## src/rtl/ppks_pkg.sv

```systemverilog
// Package for the pivot pruned k-nearest selector.
// Holds field widths, the sequencer state type and the control struct.
// No dependencies.
`timescale 1ns / 1ps

package ppks_pkg;

  localparam int ID_W        = 20;
  localparam int DIST_W      = 14;
  localparam int LB_W        = 14;
  localparam int K_W         = 5;
  localparam int SLOT_W      = 4;
  localparam int MAX_RESULTS = 16;
  localparam logic [K_W-1:0] K_RESET = 5'd16;

  typedef logic [ID_W-1:0]          id_t;
  typedef logic signed [DIST_W-1:0] dist_t;
  typedef logic [LB_W-1:0]          lb_t;
  typedef logic [K_W-1:0]           k_t;

  typedef enum logic [1:0] {
    ST_IDLE,
    ST_SCAN,
    ST_EMIT
  } state_t;

  typedef struct packed {
    logic scan_en;
    logic scan_first;
    logic emit_en;
    logic emit_last;
    logic clear;
  } ctrl_t;

endpackage

```

## src/rtl/ppks_slot_store.sv

```systemverilog
// Slot registers: id, distance and full flag per slot.
// One write port, one read port selected by the sequencer index.
// Depends on ppks_pkg.
`timescale 1ns / 1ps

module ppks_slot_store #(
  parameter int SLOTS = 16,
  parameter int IDX_W = 4
) (
  input  logic                 clk,
  input  logic                 rst_n,
  input  logic                 clear,
  input  logic                 wr_en,
  input  logic [IDX_W-1:0]     wr_idx,
  input  ppks_pkg::id_t        wr_id,
  input  ppks_pkg::dist_t      wr_dist,
  input  logic [IDX_W-1:0]     rd_idx,
  output logic                 rd_full,
  output ppks_pkg::id_t        rd_id,
  output ppks_pkg::dist_t      rd_dist
);

  ppks_pkg::id_t   id_r   [SLOTS];
  ppks_pkg::dist_t dist_r [SLOTS];
  logic [SLOTS-1:0] full_r;
  logic [SLOTS-1:0] full_nxt;

  always_comb begin
    full_nxt = full_r;
    if (clear) begin
      full_nxt = '0;
    end else if (wr_en) begin
      full_nxt[wr_idx] = 1'b1;
    end
  end

  always_ff @(posedge clk) begin
    if (!rst_n) begin
      full_r <= '0;
    end else begin
      full_r <= full_nxt;
    end
  end

  always_ff @(posedge clk) begin
    if (wr_en && !clear) begin
      id_r[wr_idx]   <= wr_id;
      dist_r[wr_idx] <= wr_dist;
    end
  end

  assign rd_full = full_r[rd_idx];
  assign rd_id   = id_r[rd_idx];
  assign rd_dist = dist_r[rd_idx];

endmodule

```

## src/rtl/ppks_worst_unit.sv

```systemverilog
// Worst-slot tracker: one signed compare stepped over the slots.
// Also decides whether an offered candidate beats the current worst.
// Depends on ppks_pkg.
`timescale 1ns / 1ps

module ppks_worst_unit #(
  parameter int IDX_W = 4
) (
  input  logic              clk,
  input  logic              rst_n,
  input  ppks_pkg::ctrl_t   ctrl,
  input  logic              clear,
  input  logic [IDX_W-1:0]  idx,
  input  logic              rd_full,
  input  ppks_pkg::dist_t   rd_dist,
  input  ppks_pkg::lb_t     cand_lb,
  input  ppks_pkg::dist_t   cand_dist,
  output logic              replace,
  output logic [IDX_W-1:0]  worst_slot,
  output logic              worst_inf
);

  logic [IDX_W-1:0] worst_slot_r, worst_slot_nxt;
  ppks_pkg::dist_t  worst_dist_r, worst_dist_nxt;
  logic             worst_inf_r,  worst_inf_nxt;
  logic signed [ppks_pkg::DIST_W:0] lb_ext;
  logic signed [ppks_pkg::DIST_W:0] wd_ext;

  assign lb_ext  = $signed({1'b0, cand_lb});
  assign wd_ext  = $signed({worst_dist_r[ppks_pkg::DIST_W-1], worst_dist_r});
  assign replace = worst_inf_r || ((lb_ext < wd_ext) && (cand_dist < worst_dist_r));

  always_comb begin
    worst_slot_nxt = worst_slot_r;
    worst_dist_nxt = worst_dist_r;
    worst_inf_nxt  = worst_inf_r;
    if (clear) begin
      worst_slot_nxt = '0;
      worst_dist_nxt = '0;
      worst_inf_nxt  = 1'b1;
    end else if (ctrl.scan_en) begin
      if (ctrl.scan_first) begin
        worst_slot_nxt = idx;
        worst_inf_nxt  = !rd_full;
        worst_dist_nxt = rd_full ? rd_dist : '0;
      end else if (!rd_full) begin
        if (!worst_inf_r) begin
          worst_slot_nxt = idx;
          worst_inf_nxt  = 1'b1;
          worst_dist_nxt = '0;
        end
      end else if (!worst_inf_r && (rd_dist > worst_dist_r)) begin
        worst_slot_nxt = idx;
        worst_dist_nxt = rd_dist;
      end
    end
  end

  always_ff @(posedge clk) begin
    if (!rst_n) begin
      worst_slot_r <= '0;
      worst_dist_r <= '0;
      worst_inf_r  <= 1'b1;
    end else begin
      worst_slot_r <= worst_slot_nxt;
      worst_dist_r <= worst_dist_nxt;
      worst_inf_r  <= worst_inf_nxt;
    end
  end

  assign worst_slot = worst_slot_r;
  assign worst_inf  = worst_inf_r;

endmodule

```

## src/rtl/ppks_seq.sv

```systemverilog
// Sequencer: idle, worst rescan over k slots, and emit of k slots after the last candidate.
// Drives the slot index and the control struct for the other units.
// Depends on ppks_pkg.
`timescale 1ns / 1ps

module ppks_seq #(
  parameter int IDX_W = 4
) (
  input  logic              clk,
  input  logic              rst_n,
  input  logic              accept,
  input  logic              replace,
  input  logic              last_cand,
  input  ppks_pkg::k_t      eff_k,
  output logic              busy,
  output logic [IDX_W-1:0]  idx,
  output ppks_pkg::ctrl_t   ctrl
);

  ppks_pkg::state_t state_r, state_nxt;
  logic [IDX_W-1:0] cnt_r, cnt_nxt;
  logic             last_r, last_nxt;
  logic             at_end;

  assign at_end = (ppks_pkg::K_W'(cnt_r) == (eff_k - ppks_pkg::K_W'(1)));

  always_comb begin
    state_nxt = state_r;
    cnt_nxt   = cnt_r;
    last_nxt  = last_r;
    case (state_r)
      ppks_pkg::ST_IDLE: begin
        cnt_nxt = '0;
        if (accept) begin
          last_nxt = last_cand;
          if (replace) begin
            state_nxt = ppks_pkg::ST_SCAN;
          end else if (last_cand) begin
            state_nxt = ppks_pkg::ST_EMIT;
          end
        end
      end
      ppks_pkg::ST_SCAN: begin
        if (at_end) begin
          cnt_nxt   = '0;
          state_nxt = last_r ? ppks_pkg::ST_EMIT : ppks_pkg::ST_IDLE;
        end else begin
          cnt_nxt = cnt_r + IDX_W'(1);
        end
      end
      ppks_pkg::ST_EMIT: begin
        if (at_end) begin
          cnt_nxt   = '0;
          last_nxt  = 1'b0;
          state_nxt = ppks_pkg::ST_IDLE;
        end else begin
          cnt_nxt = cnt_r + IDX_W'(1);
        end
      end
      default: begin
        cnt_nxt   = '0;
        state_nxt = ppks_pkg::ST_IDLE;
      end
    endcase
  end

  always_comb begin
    busy            = (state_r != ppks_pkg::ST_IDLE);
    idx             = cnt_r;
    ctrl.scan_en    = (state_r == ppks_pkg::ST_SCAN);
    ctrl.scan_first = (cnt_r == '0);
    ctrl.emit_en    = (state_r == ppks_pkg::ST_EMIT);
    ctrl.emit_last  = (state_r == ppks_pkg::ST_EMIT) && at_end;
    ctrl.clear      = (state_r == ppks_pkg::ST_EMIT) && at_end;
  end

  always_ff @(posedge clk) begin
    if (!rst_n) begin
      state_r <= ppks_pkg::ST_IDLE;
      cnt_r   <= '0;
      last_r  <= 1'b0;
    end else begin
      state_r <= state_nxt;
      cnt_r   <= cnt_nxt;
      last_r  <= last_nxt;
    end
  end

endmodule

```

## src/rtl/pivot_pruned_knn_selector.sv

```systemverilog
// Top level of the pivot pruned k-nearest selector; uses ppks_pkg, seq, worst and store units.
// A dropped candidate that is not the last leaves the block idle; one that replaces the worst
// is followed by the worst rescan through the single compare over k slots, one slot per cycle.
// A last candidate is followed by an emit of k slots; results strobe from the cycle after
// emit starts, one per cycle, and cannot be stalled. No candidate is taken in rescan or emit.
// Synchronous active-low reset empties all slots and sets k to 16.
`timescale 1ns / 1ps

module pivot_pruned_knn_selector #(
  parameter int MAX_NEIGHBORS = 16
) (
  input  logic                          clk,
  input  logic                          rst_n,
  input  logic                          start,
  output logic                          busy,
  input  logic [19:0]                   in_candidate_id,
  input  logic [13:0]                   in_lower_bound,
  input  logic signed [13:0]            in_approx_distance,
  input  logic                          in_last_candidate,
  output logic                          out_valid,
  output logic [3:0]                    out_slot_index,
  output logic                          out_neighbor_valid,
  output logic [19:0]                   out_neighbor_id,
  output logic signed [13:0]            out_neighbor_distance,
  output logic                          out_last,
  input  logic                          cfg_valid,
  output logic                          cfg_ready,
  input  logic [4:0]                    cfg_data
);

  localparam int SLOTS = (MAX_NEIGHBORS < ppks_pkg::MAX_RESULTS) ?
                         MAX_NEIGHBORS : ppks_pkg::MAX_RESULTS;
  localparam int IDX_W = (SLOTS > 1) ? $clog2(SLOTS) : 1;

  ppks_pkg::k_t     k_r, k_nxt;
  ppks_pkg::k_t     eff_k;
  ppks_pkg::ctrl_t  ctrl;
  logic             accept;
  logic             cfg_fire;
  logic             clear_all;
  logic             replace;
  logic [IDX_W-1:0] idx;
  logic [IDX_W-1:0] worst_slot;
  logic [IDX_W-1:0] wr_idx;
  logic             worst_inf;
  logic             rd_full;
  ppks_pkg::id_t    rd_id;
  ppks_pkg::dist_t  rd_dist;

  logic             out_valid_r;
  logic [3:0]       out_slot_index_r;
  logic             out_neighbor_valid_r;
  ppks_pkg::id_t    out_neighbor_id_r;
  ppks_pkg::dist_t  out_neighbor_distance_r;
  logic             out_last_r;

  assign accept    = start && !busy;
  assign cfg_ready = !busy;
  assign cfg_fire  = cfg_valid && cfg_ready;
  assign clear_all = ctrl.clear || cfg_fire;

  always_comb begin
    if (k_r == '0) begin
      eff_k = ppks_pkg::K_W'(1);
    end else if (k_r > ppks_pkg::K_W'(SLOTS)) begin
      eff_k = ppks_pkg::K_W'(SLOTS);
    end else begin
      eff_k = k_r;
    end
  end

  always_comb begin
    k_nxt = k_r;
    if (cfg_fire) begin
      k_nxt = cfg_data;
    end
  end

  always_ff @(posedge clk) begin
    if (!rst_n) begin
      k_r <= ppks_pkg::K_RESET;
    end else begin
      k_r <= k_nxt;
    end
  end

  // guard a stale worst index against the current k
  assign wr_idx = (ppks_pkg::K_W'(worst_slot) >= eff_k) ? '0 : worst_slot;

  ppks_seq #(
    .IDX_W (IDX_W)
  ) u_seq (
    .clk       (clk),
    .rst_n     (rst_n),
    .accept    (accept),
    .replace   (replace),
    .last_cand (in_last_candidate),
    .eff_k     (eff_k),
    .busy      (busy),
    .idx       (idx),
    .ctrl      (ctrl)
  );

  ppks_worst_unit #(
    .IDX_W (IDX_W)
  ) u_worst (
    .clk        (clk),
    .rst_n      (rst_n),
    .ctrl       (ctrl),
    .clear      (clear_all),
    .idx        (idx),
    .rd_full    (rd_full),
    .rd_dist    (rd_dist),
    .cand_lb    (in_lower_bound),
    .cand_dist  (in_approx_distance),
    .replace    (replace),
    .worst_slot (worst_slot),
    .worst_inf  (worst_inf)
  );

  ppks_slot_store #(
    .SLOTS (SLOTS),
    .IDX_W (IDX_W)
  ) u_store (
    .clk     (clk),
    .rst_n   (rst_n),
    .clear   (clear_all),
    .wr_en   (accept && replace),
    .wr_idx  (wr_idx),
    .wr_id   (in_candidate_id),
    .wr_dist (in_approx_distance),
    .rd_idx  (idx),
    .rd_full (rd_full),
    .rd_id   (rd_id),
    .rd_dist (rd_dist)
  );

  always_ff @(posedge clk) begin
    if (!rst_n) begin
      out_valid_r <= 1'b0;
    end else begin
      out_valid_r <= ctrl.emit_en;
    end
  end

  always_ff @(posedge clk) begin
    if (ctrl.emit_en) begin
      out_slot_index_r        <= 4'(idx);
      out_neighbor_valid_r    <= rd_full;
      out_neighbor_id_r       <= rd_full ? rd_id : '0;
      out_neighbor_distance_r <= rd_full ? rd_dist : '0;
      out_last_r              <= ctrl.emit_last;
    end
  end

  assign out_valid             = out_valid_r;
  assign out_slot_index        = out_slot_index_r;
  assign out_neighbor_valid    = out_neighbor_valid_r;
  assign out_neighbor_id       = out_neighbor_id_r;
  assign out_neighbor_distance = out_neighbor_distance_r;
  assign out_last              = out_last_r;

  a_strobe_from_emit: assert property (@(posedge clk) disable iff (!rst_n)
    out_valid |-> $past(busy))
    else $error("result strobe without an emit cycle");

  a_drop_stays_idle: assert property (@(posedge clk) disable iff (!rst_n)
    (accept && !replace && !in_last_candidate) |=> !busy)
    else $error("dropped candidate left the block busy");

  a_last_ends_run: assert property (@(posedge clk) disable iff (!rst_n)
    (out_valid && out_last) |=> (!out_valid && worst_inf))
    else $error("result run did not end and clear after the final slot");

  a_cfg_clears: assert property (@(posedge clk) disable iff (!rst_n)
    (cfg_fire && !start) |=> (worst_inf && !busy))
    else $error("register write did not empty the slot list");

endmodule
```

## config.mk

```make
export PLATFORM = sky130hd
export DESIGN_NAME = pivot_pruned_knn_selector
export DESIGN_NICKNAME = d
export VERILOG_FILES = /design/src/rtl/ppks_pkg.sv /design/src/rtl/ppks_slot_store.sv /design/src/rtl/ppks_worst_unit.sv /design/src/rtl/ppks_seq.sv /design/src/rtl/pivot_pruned_knn_selector.sv
export SDC_FILE = /design/constraint.sdc
export NUM_CORES = 1
export LEC_CHECK = 0
export BUFFER_PORTS_ARGS = -buffer_cell sky130_fd_sc_hd__clkbuf_2
export CORE_ASPECT_RATIO = 0.8
export CORE_MARGIN = 1.5
export CORE_UTILIZATION = 45
export CTS_BUF_LIST = sky130_fd_sc_hd__clkbuf_8 sky130_fd_sc_hd__clkbuf_16
export DETAILED_ROUTE_END_ITERATION = 8
export MAX_ROUTING_LAYER = met4
export PLACE_DENSITY_LB_ADDON = 0.1
export SETUP_SLACK_MARGIN = 0.1
export SYNTH_ARGS = -nofsm -noshare
export SYNTH_HDL_FRONTEND = slang
export SYNTH_SLANG_ARGS = --single-unit
```

## constraint.sdc

```tcl
create_clock -name clk -period 6.7 [get_ports clk]
set_input_delay 0.335 -clock clk [delete_from_list [all_inputs] [get_ports clk]]
set_output_delay 0.335 -clock clk [all_outputs]
set_load 0.01 [all_outputs]
```

## Word level (Yosys, flattened, before mapping)

Memory sizes are Yosys's and may differ from the RTL's. A register that Yosys moved wholly into a read port is not among the register bits.
Index checks and enable logic that the tools add are counted.

- Flip-flop bits (word level): 68
- Latch bits: 0
- Memory bits (writable): 544
- Bits in read-only memories: 0
- Input port bits: 58
- Logic and storage cells: 96
- Memories kept: 2

- Add/sub/neg operators: 2
- Multipliers: 0
- Divide/modulo/power cells: 0
- Order comparisons: 8
- Equality and inequality tests: 10
- Shift operators: 0
- Multiplexer cells: 31
- Bitwise operators: 3
- Reduce and logical (&&, ||, !) cells: 27

Memory list:

| name | words | width | rd ports | clocked after Yosys merged registers in | wr ports | line | RTL |
|---|---|---|---|---|---|---|---|
| u_store.id_r | 16 | 20 | 1 | 1 | 1 | ppks_slot_store.sv:23 | `ppks_pkg::id_t id_r [SLOTS];` |
| u_store.dist_r | 16 | 14 | 1 | 1 | 1 | ppks_slot_store.sv:24 | `ppks_pkg::dist_t dist_r [SLOTS];` |

Operator list:

| kind | count |
|---|---|
| two-way mux 14 bit | 5 |
| two-way mux 4 bit | 6 |
| OR 16 bit | 1 |
| < comparator 15 x 14 -> 1 bit | 1 |
| greater-than comparator 14 bit | 1 |
| < comparator 14 bit | 1 |
| two-way mux 2 bit | 6 |
| < comparator 4 x 5 -> 1 bit (second input constant) | 2 |
| two-way mux 5 bit | 2 |
| logical AND 1 bit | 8 |
| two-way mux 1 bit | 8 |
| inequality test 3 bit (second input constant) | 2 |
| case mux 2 bit (3 select lines) | 1 |
| AND reduction 3 bit | 2 |
| equality test 4 x 5 -> 1 bit | 1 |
| >= comparator 4 x 5 -> 1 bit | 1 |
| greater-than comparator 5 bit (second input constant) | 1 |
| logical NOT 1 bit | 5 |
| logical NOT 5 bit | 1 |
| subtractor 5 x 1 -> 5 bit (second input constant) | 1 |
| adder 4 x 1 -> 4 bit (second input constant) | 1 |
| binary-select mux 1 bit (select 4 bit) | 1 |
| demux 1 bit (select 4 bit) | 1 |
| >= comparator 4 x 1 -> 1 bit (second input constant) | 1 |
| 15 further kinds | 21 |

## Depth between registers and ports, before layout

Gate-level depths: netlist of run 1.

- Word-level depth: 11
- Mapped depth: 14

## By module

From an unflattened synthesis of run 1, not the netlist that was laid out.

- Cell total of the unflattened synthesis: 1320
- Area total of the unflattened synthesis: 25522.0 um2

By module, submodules not included:

| module | instances | cells each | area each (um2) | seq. area each (um2) |
|---|---|---|---|---|
| ppks_slot_store | 1 | 924 | 21375.5 | 16656.0 |
| pivot_pruned_knn_selector | 1 | 129 | 1846.8 | 1321.3 |
| ppks_worst_unit | 1 | 204 | 1774.2 | 380.4 |
| ppks_seq | 1 | 63 | 525.5 | 140.1 |

## Least setup slack after synthesis of run 1

OpenSTA, ideal clock, no wires.

- Path kind: reg2reg
- Start point: reg k_r[3]
- End point: mem u_store.dist_r[8][0] in the netlist's numbering, enable pin
- Data arrival time: 5300 ps
- Setup slack: 889 ps
- Cell stages (with the launch flop): 12
- Path buffers: 1
- Period minus slack after synthesis: 5811 ps
- Cells stage by stage: dfxtp_1 or4_4 nand2_1 inv_1 ha_1 xnor2_1 xnor2_1 o2111ai_2 o21a_4 nand2_2 buf_6 nor4_1

- Longest elaborated chain between the ends: 11
- Elaborated cells between the ends (all ways): 14
- Those cells by class: 1 x add/sub; 2 x order compare; 1 x eq/ne; 5 x mux; 5 x reduce/logical

RTL lines:

| what | line | RTL |
|---|---|---|
| start: declaration | pivot_pruned_knn_selector.sv:35 | `ppks_pkg::k_t k_r, k_nxt;` |
| start signal: assignment | pivot_pruned_knn_selector.sv:81 | `k_r <= ppks_pkg::K_RESET;` |
| start signal: assignment | pivot_pruned_knn_selector.sv:83 | `k_r <= k_nxt;` |
| greater-than comparator 5 bit | pivot_pruned_knn_selector.sv:65 | `end else if (k_r > ppks_pkg::K_W'(SLOTS)) begin` |
| two-way mux 5 bit | pivot_pruned_knn_selector.sv:65 |  |
| two-way mux 5 bit * | pivot_pruned_knn_selector.sv:63 | `if (k_r == '0) begin` |
| subtractor 5 x 1 -> 5 bit | ppks_seq.sv:25 | `assign at_end = (ppks_pkg::K_W'(cnt_r) == (eff_k - ppks_pkg::K_W'(1)));` |
| equality test 4 x 5 -> 1 bit | ppks_seq.sv:25 |  |
| logical AND 1 bit | ppks_seq.sv:74 | `ctrl.clear = (state_r == ppks_pkg::ST_EMIT) && at_end;` |
| logical OR 1 bit | pivot_pruned_knn_selector.sv:60 | `assign clear_all = ctrl.clear \|\| cfg_fire;` |
| logical NOT 1 bit | ppks_slot_store.sv:46 | `if (wr_en && !clear) begin` |
| logical AND 1 bit | ppks_slot_store.sv:46 |  |
| two-way mux 1 bit | ppks_slot_store.sv:46 |  |
| two-way mux 1 bit (not written as such) | ppks_slot_store.sv:48 | `dist_r[wr_idx] <= wr_dist;` |
| end: declaration | ppks_slot_store.sv:24 |  |

Mark *: on every way between the ends. The rest lies on a longest branch, timed or not.

## Final worst setup path of run 1

- Start point: reg u_seq.cnt_r[0], in the netlist u_seq.idx[0]
- End point: reg u_worst.worst_slot_r[3], in the netlist u_worst.worst_slot[3]

- Longest elaborated chain between the ends: 4
- Elaborated cells between the ends (all ways): 12
- Those cells by class: 3 x eq/ne; 4 x mux; 5 x reduce/logical

RTL lines:

| what | line | RTL |
|---|---|---|
| start: declaration | ppks_seq.sv:21 | `logic [IDX_W-1:0] cnt_r, cnt_nxt;` |
| start signal: assignment | ppks_seq.sv:84 | `cnt_r <= cnt_nxt;` |
| binary-select mux 1 bit (select 4 bit) / equality test 4 x 5 -> 1 bit (equally long branches) | ppks_slot_store.sv:52, ppks_seq.sv:25 |  |
| two-way mux 1 bit (not written as such) / logical AND 1 bit (equally long branches) | ppks_slot_store.sv:52, ppks_seq.sv:74 |  |
| inequality test 3 x 2 -> 1 bit (no source line) (tied with other cells) | n/a |  |
| AND reduction 3 bit (no source line) (tied with other cells) | n/a |  |
| end signal: assignment | ppks_worst_unit.sv:65 | `worst_slot_r <= worst_slot_nxt;` |
| end: declaration | ppks_worst_unit.sv:23 | `logic [IDX_W-1:0] worst_slot_r, worst_slot_nxt;` |

Several ways; a longest one is shown, not always the timed one. The select of a mux whose other input is x is not followed.
A chain may end at the register's enable or synchronous reset.

==> results of run 1 <==
-- sequential cells by signal, indices dropped and copies added (netlist names) --
name and cells:
u_worst.worst_slot 4, u_store.full_r 16, out_last 1, u_seq.state_r 2
out_neighbor_distance 14, out_neighbor_valid 1, out_valid 1, u_store.dist_r 224
u_worst.worst_inf 1, u_store.id_r 320, out_slot_index 4, out_neighbor_id 20
k_r 5, u_worst.worst_dist_r 14, u_seq.idx 4, u_seq.last_r 1
-- Yosys cell counts, types with 17 or more instances --
library cell    n  area share [%]
a21oi_1        25            0.49
a22oi_1        26            0.77
buf_2          26            0.51
clkbuf_1       34            0.50
dfxtp_1        48             3.8
edfxtp_1      584              69
ha_1           49             2.4
inv_1          28            0.41
mux4_2        160              14
nand2_1        72             1.1
nand3_1        28            0.55
nand4b_1       17            0.59
nor2_1         27            0.40
nor2b_1        23            0.57
o211ai_1       18            0.53
o21ai_0        25            0.49
-- kinds of logic after synthesis --
kind of cell | synth area share, %
fa+ha+maj | 2.42
buf+inv | 1.67
flops | 72.9
simple gates | 4.49
mux | 14.3
xor+xnor | 0.173
compound gates | 3.98
-- report_power, final --
group,switching [mW],internal [mW]
Combinational,0.957,0.762
Clock,1.48,2.04
Sequential,0.117,4.50
-- metrics by stage --
| step | setup slack [ps] | cell area [sq um] | total power, mW | instances | hold slack (ps) |
|---|---|---|---|---|---|
| floorplan | 889 | 25400 | 5.90 | 1308 | 406 |
| global placement | 1970 | 26900 | 6.42 | 2123 | 433 |
| detailed placement | 1930 | 26900 | 6.44 | 2123 | 443 |
| CTS | 1900 | 29000 | 9.97 | 2245 | 48.0 |
| global route | 1920 | 29000 | 10.2 | 2246 | 71.8 |
| finish | 2230 | 29000 | 9.85 | 2246 | 72.2 |
-- worst min-delay path by stage --
stage                        from                  to
2_1_floorplan        u_seq.idx[2]   out_slot_index[2]
3_3_place_gp   u_store.full_r[10]  u_store.full_r[10]
3_5_place_dp    u_store.full_r[3]   u_store.full_r[3]
4_1_cts                 cfg_valid              k_r[4]
5_1_grt         in_last_candidate    u_seq.state_r[1]
6_report                cfg_valid              k_r[4]
-- cell type report --
class	count	area (sq um)	area share, %
clock buffer	70	1750	6.03
antenna	1	2.50	0.00862
multi-input combinational	578	6580	22.6
inverter	28	105	0.362
timing repair buffer	140	838	2.89
tap	750	938	3.23
sequential	632	18500	63.7
clock inverter	47	324	1.12
-- critical path: stages (launching register included) --
cell	delay (ps)
dfxtp_4	910
mux4_2	610
a22oi_1	290
nand2_1	100
ha_1	320
a2111oi_0	1030
a31oi_4	590
a21o_1	350
mux2i_1	120
-- metal layers --
metal | global-route usage, % | share of wire, % | wire length, um
met1 | 31.7 | 46 | 27500
met2 | 32.5 | 47 | 27800
met3 | 3.95 | 5.3 | 3180
met4 | 5.06 | 1.9 | 1120
met5 | - | 0 | 0
-- what timing repair did --
item,4_1_cts,5_1_grt
hold buffers,5,0
gates resized for setup,0,0
hold endpoints to repair,5,0
==> impl_metrics.csv, run 1 <==
group,metric,value,unit
status,status,"finished clean",
timing,fmaxAchievable,0.224,GHz
critical_path,cp-start-kind,"flop",
critical_path,crit_end,"u_worst.worst_slot[3]",
cts,clk_latency,600,ps
finish,drive_above_1_share,28.2,%
cts,clock-sinks,632,
timing,drv_slew,0,
flow_run,max-cap-violations,0,
cts,htreeDepth,3,
routing,num_vias,13000,
cts,max-clock-path-buffers,3,
synth,synth_edf_count,584,
critical_path,crit_path_max_fanout,42,
critical_path,crit_type,"flop to flop",
critical_path,reg2reg_depth,8,
critical_path,cp_data_arrival_time,4950,ps
synth,synthArstFlopShare,0,%
finish,final_cell_mix,"edfxtp_1, mux4_2, clkbuf_2",
timing,rsz0062_at_grt,"false",
finish,nets,1553,
finish,synthToLayoutAreaGrowth,14.5,%
pwr,p_leak,9.31,nW
synth,synth_area,25400,sq um
global_routing,grt_max_degree,61,
synth,ys.flop_type,"edfxtp_1",
placement,dpl.hpwl,31.5,mm
synth,synth-seq-cells,632,
synth,synth_cell_types,60,
floorplan,placeableCoreArea,55500,sq um
routing,drt_iter0_drc,1149,
routing,finalWirelength,59.6,mm
min_path,worstHoldPathCells,3,
timing,skew,23.6,ps
global_routing,grt_pass1_vias,13200,
timing,worst_pin_slew,1220,ps
floorplan,floorplan.io_pins,101,
routing,drc,0,
global_routing,grt_pass1_wl,88.6,mm
global_routing,grt_util_all_layers,21.9,%
placement,place_congestion,0.793,
finish,post-route-util,52.3,%
routing,ant_nets,0,
global_routing,gr-total-overflow,0,
cts,numCtsBuffers,66,
synth,syn_inst,1308,
floorplan,die-area,57800,sq um
global_routing,antenna_found_initial,1,
cts,root_buffer,"clkbuf_16",
cts,tritoncts,"yes",
routing,viasPerCell,5.80,
placement,portBuffers,100,
routing,drtPass1Iterations,5,
timing,min_period_over_period,66.7,%
timing,setup_viol,0,
finish,layout.cells.most_common,"edfxtp_1",
critical_path,r2r-start,"u_seq.idx[0]",
floorplan,fp.dieW,268,um
cts,clk_pin_slew,60,ps
synth,synth-seq-area-share,72.9,%
timing,setup_tns,0,ps
synth,yosys_warnings,0,
floorplan,die_h,215,um
timing,finalHoldViolCount,0,
critical_path,required,7180,ps
critical_path,cp-startpoint,"u_seq.idx[0]",
pwr,vdd_drop_max,0.000207,V
cts,post-cts-setup-buffer-count,0,
critical_path,r2r_setup_slack,2230,ps
critical_path,cp-end-kind,"flop",
critical_path,reg2reg_to,"u_worst.worst_slot[3]",
timing,slew_headroom,16.6,%
synth,avgSynthCellArea,19.4,sq um
min_path,min_path_type,"input pin to flop",
floorplan,start_util,45.7,%
pwr,p_per_area,339,nW/um^2
routing,wl_per_cell,26.5,um
synth,syn_nets,1415,
floorplan,rows,77,
finish,n_fill_cell,4413,
timing,fin_crit,4470,ps
No activity file was read; power rests on OpenSTA's default activity.
==> run 2: changes to the inputs <==
--- a/config.mk
+++ b/config.mk
@@ -5,6 +5,7 @@
 export SDC_FILE = /design/constraint.sdc
 export NUM_CORES = 1
 export LEC_CHECK = 0
+export ABC_AREA = 1
 export BUFFER_PORTS_ARGS = -buffer_cell sky130_fd_sc_hd__clkbuf_2
 export CORE_ASPECT_RATIO = 0.8
 export CORE_MARGIN = 1.5
==> constraint.sdc (replaced) <==
create_clock -name clk -period 3.8 [get_ports clk]
set_input_delay 0.19 -clock clk [delete_from_list [all_inputs] [get_ports clk]]
set_output_delay 0.19 -clock clk [all_outputs]
set_load 0.01 [all_outputs]
==> run 2 against run 1 <==
Setup slack got worse by 1900 ps. Die area rose by 3.3%. First-iteration DRC count rose by 55%. Via count rose by 34%. Register-to-register slack got worse by 1900 ps. Combinational power rose to 2.8 times the previous value. Clock skew fell by 2.0 ps. Critical path type unchanged. Critical endpoint is now u_worst.worst_dist_r[13]. Highest routed layer unchanged.
==> impl_metrics.csv, run 2 <==
group,metric,value,unit
floorplan,placeableCoreArea,57100,sq um
min_path,hold_end,"u_store.id_r[0][17]",
synth,ys.flop_type,"edfxtp_1",
synth,yosysTopAreaCell,"edfxtp_1",
min_path,hold_start,"in_candidate_id[17]",
cts,clk_latency,600,ps
timing,setup_tns,0,ps
floorplan,die-area,59700,sq um
critical_path,crit_path_max_fanout,19,
finish,design_area,30400,sq um
critical_path,critPathSlowestCell,"ha_1",
synth,synth_edf_count,584,
critical_path,cp-start-kind,"flop",
floorplan,floorplan.io_pins,101,
synth,yosysMostFrequentCell,"edfxtp_1",
timing,drv_slew,0,
placement,portBuffers,100,
routing,viasPerCell,5.61,
synth,avgSynthCellArea,12.2,sq um
synth,synth.top_cell.area_share,67.0,%
routing,finalWirelength,71.5,mm
routing,ant_nets,0,
synth,synth-seq-area-share,70.6,%
critical_path,r2r_setup_slack,340,ps
global_routing,antenna_found_initial,1,
finish,drive_above_1_share,14.9,%
critical_path,crit_path_cell_trace,"inv_2 -> buf_4 -> o221ai_1 -> nand3_1 -> nand3_1 -> ha_1 -> nand2_1 -> o21ai_0 -> a31oi_1 -> nand2_1 -> nand2_1 -> nand3_1 -> nand2_8 -> nand2_8 -> nand2_1 -> a21oi_1",
timing,fmaxAchievable,0.289,GHz
cts,numCtsBuffers,67,
global_routing,gr-total-overflow,0,
synth,synthTopCellsByCount,"edfxtp_1, nor2_1, o21ai_0",
critical_path,cp_data_arrival_time,3900,ps
critical_path,required,4250,ps
finish,antenna_cells,0,
finish,nets,2413,
pwr,p_total,19.1,mW
global_routing,grt_util_all_layers,24.5,%
cts,tritoncts,"yes",
global_routing,grt_pass1_vias,16600,
global_routing,busiest_layer,"met1",
flow_run,max-cap-violations,0,
finish,layout.cells.most_common,"edfxtp_1",
placement,place_congestion,0.859,
finish,max_flop_register,"u_store.id_r",
cts,root_buffer,"clkbuf_16",
floorplan,rows,78,
placement,place_area,27900,sq um
pwr,p_leak,10.8,nW
timing,worst_pin_slew,804,ps
synth,yosys_warnings,0,
routing,num_vias,17500,
critical_path,crit_type,"flop to flop",
placement,place_inst,2960,
critical_path,reg2reg_depth,16,
synth,synthArstFlopShare,0,%
cts,clock-sinks,632,
timing,fin_crit,3460,ps
min_path,min_path_type,"input pin to flop",
floorplan,start_util,45.9,%
global_routing,grt_pass1_wl,105,mm
critical_path,cp_common_cell,"nand2_1",
routing,drtPass1Iterations,6,
critical_path,r2r-start,"u_seq.idx[2]",
cts,htreeDepth,3,
critical_path,cp-end-kind,"flop",
synth,syn_inst,2155,
timing,skew,21.6,ps
timing,min_period_over_period,90.9,%
pwr,vdd_drop_max,0.000419,V
synth,ys_top_cells_by_area,"edfxtp_1, o21ai_0, nor2_1",
finish,post-route-util,53.3,%
min_path,worstHoldPathCells,1,
synth,synth-seq-cells,632,
synth,syn_nets,2262,
timing,finalHoldViolCount,0,
routing,drc,0,
placement,dpl.hpwl,38.7,mm
cts,clk_pin_slew,60,ps
critical_path,reg2reg_to,"u_worst.worst_dist_r[13]",
finish,final_cell_mix,"edfxtp_1, nor2_1, o21ai_0",
routing,drt_iter0_drc,1776,
timing,slew_headroom,46.4,%
cts,max-clock-path-buffers,3,
routing,wl_per_cell,22.9,um
timing,setup_viol,0,
timing,holdWs,14.9,ps
global_routing,met3_usage,3.74,%
synth,synth_cell_types,43,
finish,largest_reg_flops,320,
global_routing,grt_util_met2,35.7,%
floorplan,die_h,219,um
synth,synth_area,26200,sq um
timing,rsz0062_at_grt,"false",
status,status,"finished clean",
finish,synthToLayoutAreaGrowth,16.2,%
critical_path,critPathMaxStageDelay,380,ps
global_routing,grtUsageMet1,35.8,%
floorplan,fp.dieW,273,um
finish,instances_no_fill,3115,
pwr,p_per_area,626,nW/um^2
timing,setup_slack,345,ps
placement,place_ws,202,ps
global_routing,grt_max_degree,116,
run 2: cell types whose count changed after synthesis, sizes merged, moves of 30 or more:
cell / delta
nand3: +58
a21oi: +38
clkbuf: +30
o21ai: +269
nand2: +192
o221ai: +39
nor2: +321
o22ai: +90
mux4: -160
inv: +80
run 2: layout make-up:
type | instances | area, sq um
clock inverter | 48 | 273
sequential | 632 | 18500
fill | 4882 | 26700
clock buffer | 70 | 1740
multi-input combinational | 1292 | 6810
timing repair buffer | 205 | 1710
tap | 760 | 951
inverter | 108 | 424
run 2: worst max-delay path by stage:
stage,start,to,slack (ps),cells past startpoint
finish,u_seq.idx[2],u_worst.worst_dist_r[13],340,16
global placement,u_seq.idx[2],u_worst.worst_dist_r[1],250,15
floorplan,k_r[3],u_store.dist_r[5][0],-20,11
CTS,k_r[3],u_store.dist_r[7][11],210,14
global route,k_r[2],u_store.dist_r[0][3],80,12
detailed placement,k_r[3],u_store.id_r[7][14],200,14
run 2: worst max-delay path, delay by kind of cell (launching register included):
family / cells / cell delay, ps
AOI/OAI and AO/OA: 4 / 610
DFF: 1 / 340
and+or+nand+nor: 9 / 1280
buffers and inverters: 2 / 660
adders and majority gates: 1 / 380
run 2: what timing repair did:
item | in CTS | in global routing
buffers inserted | 0 | 16
resized for setup | 0 | 11
setup endpoints to repair | 0 | 94
hold buffers | 17 | 0
hold endpoints to repair | 76 | 0
run 2: kinds of logic after synthesis:
logic type,count (synthesis),share of synthesized area [%]
AO/OA/AOI/OAI,527,11.7
XOR/XNOR,3,0.100
adder cells (fa/ha/maj),49,2.34
buffers and inverters,232,3.96
flip-flops,632,70.6
AND/OR/NAND/NOR,712,11.3
run 2: routing by layer:
layer | vias up | share of wire, %
li1 | 8113 | -
met1 | 8676 | 48
met2 | 578 | 44
met3 | 111 | 6.3
met4 | 0 | 2.1
met5 | - | 0
run 2: report_power, final:
group	switching, mW	leakage [nW]	total [mW]	internal, mW
clock network	2.63	1.06	6.06	3.44
registers	0.131	5.66	8.14	8.01
logic	3.36	4.04	4.84	1.48
==> run 3: changes to the inputs <==
--- a/config.mk
+++ b/config.mk
@@ -13,7 +13,7 @@
 export CTS_BUF_LIST = sky130_fd_sc_hd__clkbuf_8 sky130_fd_sc_hd__clkbuf_16
 export DETAILED_ROUTE_END_ITERATION = 8
 export MAX_ROUTING_LAYER = met4
-export PLACE_DENSITY_LB_ADDON = 0.1
+export PLACE_DENSITY = 0.68
 export SETUP_SLACK_MARGIN = 0.1
 export SYNTH_ARGS = -nofsm -noshare
 export SYNTH_HDL_FRONTEND = slang
==> run 3 against run 2 <==
Hold slack improved by 2.4 ps. Cell area is 1.1% lower. Largest cell class unchanged. Clock-buffer cell count shrank 9. Fmax rose by 0.47%. Clock skew up 8.3 ps. Utilization fell by 0.58 points. Setup slack gained 16 ps. Combinational power is 5.6% lower. Global-route usage fell by 1.4 points. Register-to-register slack better by 20 ps.
==> impl_metrics.csv, run 3 (synthesized netlist as in run 2, its figures left out) <==
group,metric,value,unit
pwr,vdd_drop_max,0.000425,V
status,status,"finished clean",
routing,drc,0,
critical_path,cp-end-kind,"flop",
pwr,p_total,18.5,mW
cts,tritoncts,"yes",
timing,worst_pin_slew,953,ps
floorplan,rows,78,
floorplan,placeableCoreArea,57100,sq um
critical_path,crit_type,"flop to flop",
timing,drv_slew,0,
global_routing,grt_util_all_layers,23.1,%
finish,design_area,30100,sq um
flow_run,max-cap-violations,0,
global_routing,grt_max_degree,99,
finish,n_fill_cell,4723,
floorplan,floorplan.io_pins,101,
placement,place_area,27800,sq um
timing,rsz0062_at_grt,"false",
timing,skew,29.9,ps
timing,fmaxAchievable,0.291,GHz
pwr,intPower,12.5,mW
timing,setup_viol,0,
global_routing,grt_pass1_vias,17200,
critical_path,crit_family,"simple AND/OR/NAND/NOR gates",
pwr,seqPwrFrac,44.2,%
placement,place_congestion,0.888,
routing,finalWirelength,67.1,mm
timing,min_period_over_period,90.5,%
routing,viasPerCell,5.71,
cts,root_buffer,"clkbuf_16",
global_routing,gr-total-overflow,0,
cts,clk_latency,660,ps
timing,setup_tns,0,ps
cts,htreeDepth,2,
critical_path,crit_path_cell_trace,"buf_4 -> buf_4 -> a21oi_1 -> o21ai_1 -> nand2_1 -> nand2_1 -> nand3_4 -> and2_4 -> nand2_8 -> nand2_8 -> nand2_1 -> a21oi_1",
finish,layout.cells.most_common,"edfxtp_1",
pwr,p_leak,10.6,nW
timing,finalHoldViolCount,0,
cts,clock-sinks,632,
finish,instances_no_fill,3106,
routing,wl_per_cell,21.6,um
placement,dpl.hpwl,37.6,mm
critical_path,critPathSlowestCell,"buf_4",
routing,ant_nets,0,
finish,largest_reg_flops,320,
critical_path,cp-start-kind,"flop",
floorplan,die_h,219,um
min_path,min_path_type,"input pin to flop",
pwr,pwr-share-clk,31.1,%
cts,numCtsBuffers,60,
finish,drive_above_1_share,13.9,%
finish,antenna_cells,0,
critical_path,critPathMaxStageDelay,550,ps
critical_path,required,4300,ps
finish,max_flop_register,"u_store.id_r",
pwr,p_switching,5.94,mW
timing,fin_crit,3440,ps
finish,post-route-util,52.7,%
routing,drtPass1Iterations,5,
routing,drt_iter0_drc,1994,
critical_path,cp_data_arrival_time,3940,ps
pwr,p_per_area,614,nW/um^2
cts,clk_pin_slew,70,ps
global_routing,antenna_found_initial,0,
routing,num_vias,17700,
finish,final_cell_mix,"edfxtp_1, nor2_1, o21ai_0",
finish,synthToLayoutAreaGrowth,14.9,%
pwr,combPwrFrac,24.7,%
global_routing,grt_pass1_wl,102,mm
placement,place_inst,2957,
floorplan,fp.dieW,273,um
timing,slew_headroom,36.5,%
critical_path,cp.buffers_inverters,2,
floorplan,start_util,45.9,%
floorplan,die-area,59700,sq um
finish,nets,2405,
pwr,swShare,32.2,%
critical_path,cp_common_cell,"nand2_1",
cts,max-clock-path-buffers,3,
critical_path,crit_path_max_fanout,53,
placement,portBuffers,100,
[run 3: power by group through the flow]
stage               logic [mW]  clock network (mW)  registers (mW)
global placement          4.36                   0            8.31
finish                    4.57                5.74            8.16
floorplan                 3.09                   0            8.33
CTS                       4.54                5.82            8.17
detailed placement        4.47                   0            8.32
global route              5.08                6.11            8.18
[run 3: worst register-to-register path, delay by kind of cell (launching register included)]
| kind | cells | cell delay, ps |
|---|---|---|
| flip-flops | 1 | 500 |
| AO/OA/AOI/OAI | 3 | 400 |
| AND/OR/NAND/NOR | 7 | 1450 |
| buffers and inverters | 2 | 950 |
[run 3: repair_timing]
action | in CTS | in global routing
endpoints found under the setup margin | 0 | 18
hold endpoints to repair | 364 | 0
hold buffers | 38 | 0
buffers inserted | 0 | 1
resized for setup | 0 | 1
[run 3: layout make-up]
type | instances | area [sq um] | share of cell area [%]
Clock buffer | 61 | 1530 | 5.07
Inverter | 108 | 414 | 1.38
Timing Repair Buffer | 205 | 1550 | 5.15
Sequential cell | 632 | 18500 | 61.5
Clock inverter | 49 | 359 | 1.19
Tap cell | 760 | 951 | 3.16
Multi-Input combinational cell | 1291 | 6780 | 22.5
[run 3: metal layers]
| layer | vias to the layer above | track usage [%] | share of wire (%) |
|---|---|---|---|
| met5 | - | - | 0 |
| met4 | 0 | 6.61 | 2.0 |
| met3 | 109 | 3.38 | 8.1 |
| met2 | 783 | 35.2 | 46 |
| met1 | 8750 | 32.3 | 44 |
| li1 | 8085 | - | - |
[run 3: final timing paths]
path | start | end | slack (ps) | depth (start not counted)
max reg2reg | u_seq.idx[0] | u_worst.worst_dist_r[13] | 360 | 12
min reg2reg | u_worst.worst_dist_r[1] | u_worst.worst_dist_r[1] | 470 | 2
min | in_approx_distance[2] | u_store.dist_r[10][2] | 20 | 1
max | u_seq.idx[0] | u_worst.worst_dist_r[13] | 360 | 12
[run 3: metrics by stage]
stage          setup slack (ps)  hold WS, ps
2_1_floorplan             -15.8          289
3_3_place_gp                332          436
3_5_place_dp                293          444
4_1_cts                     300        0.247
5_1_grt                     105         23.7
6_report                    361         17.3
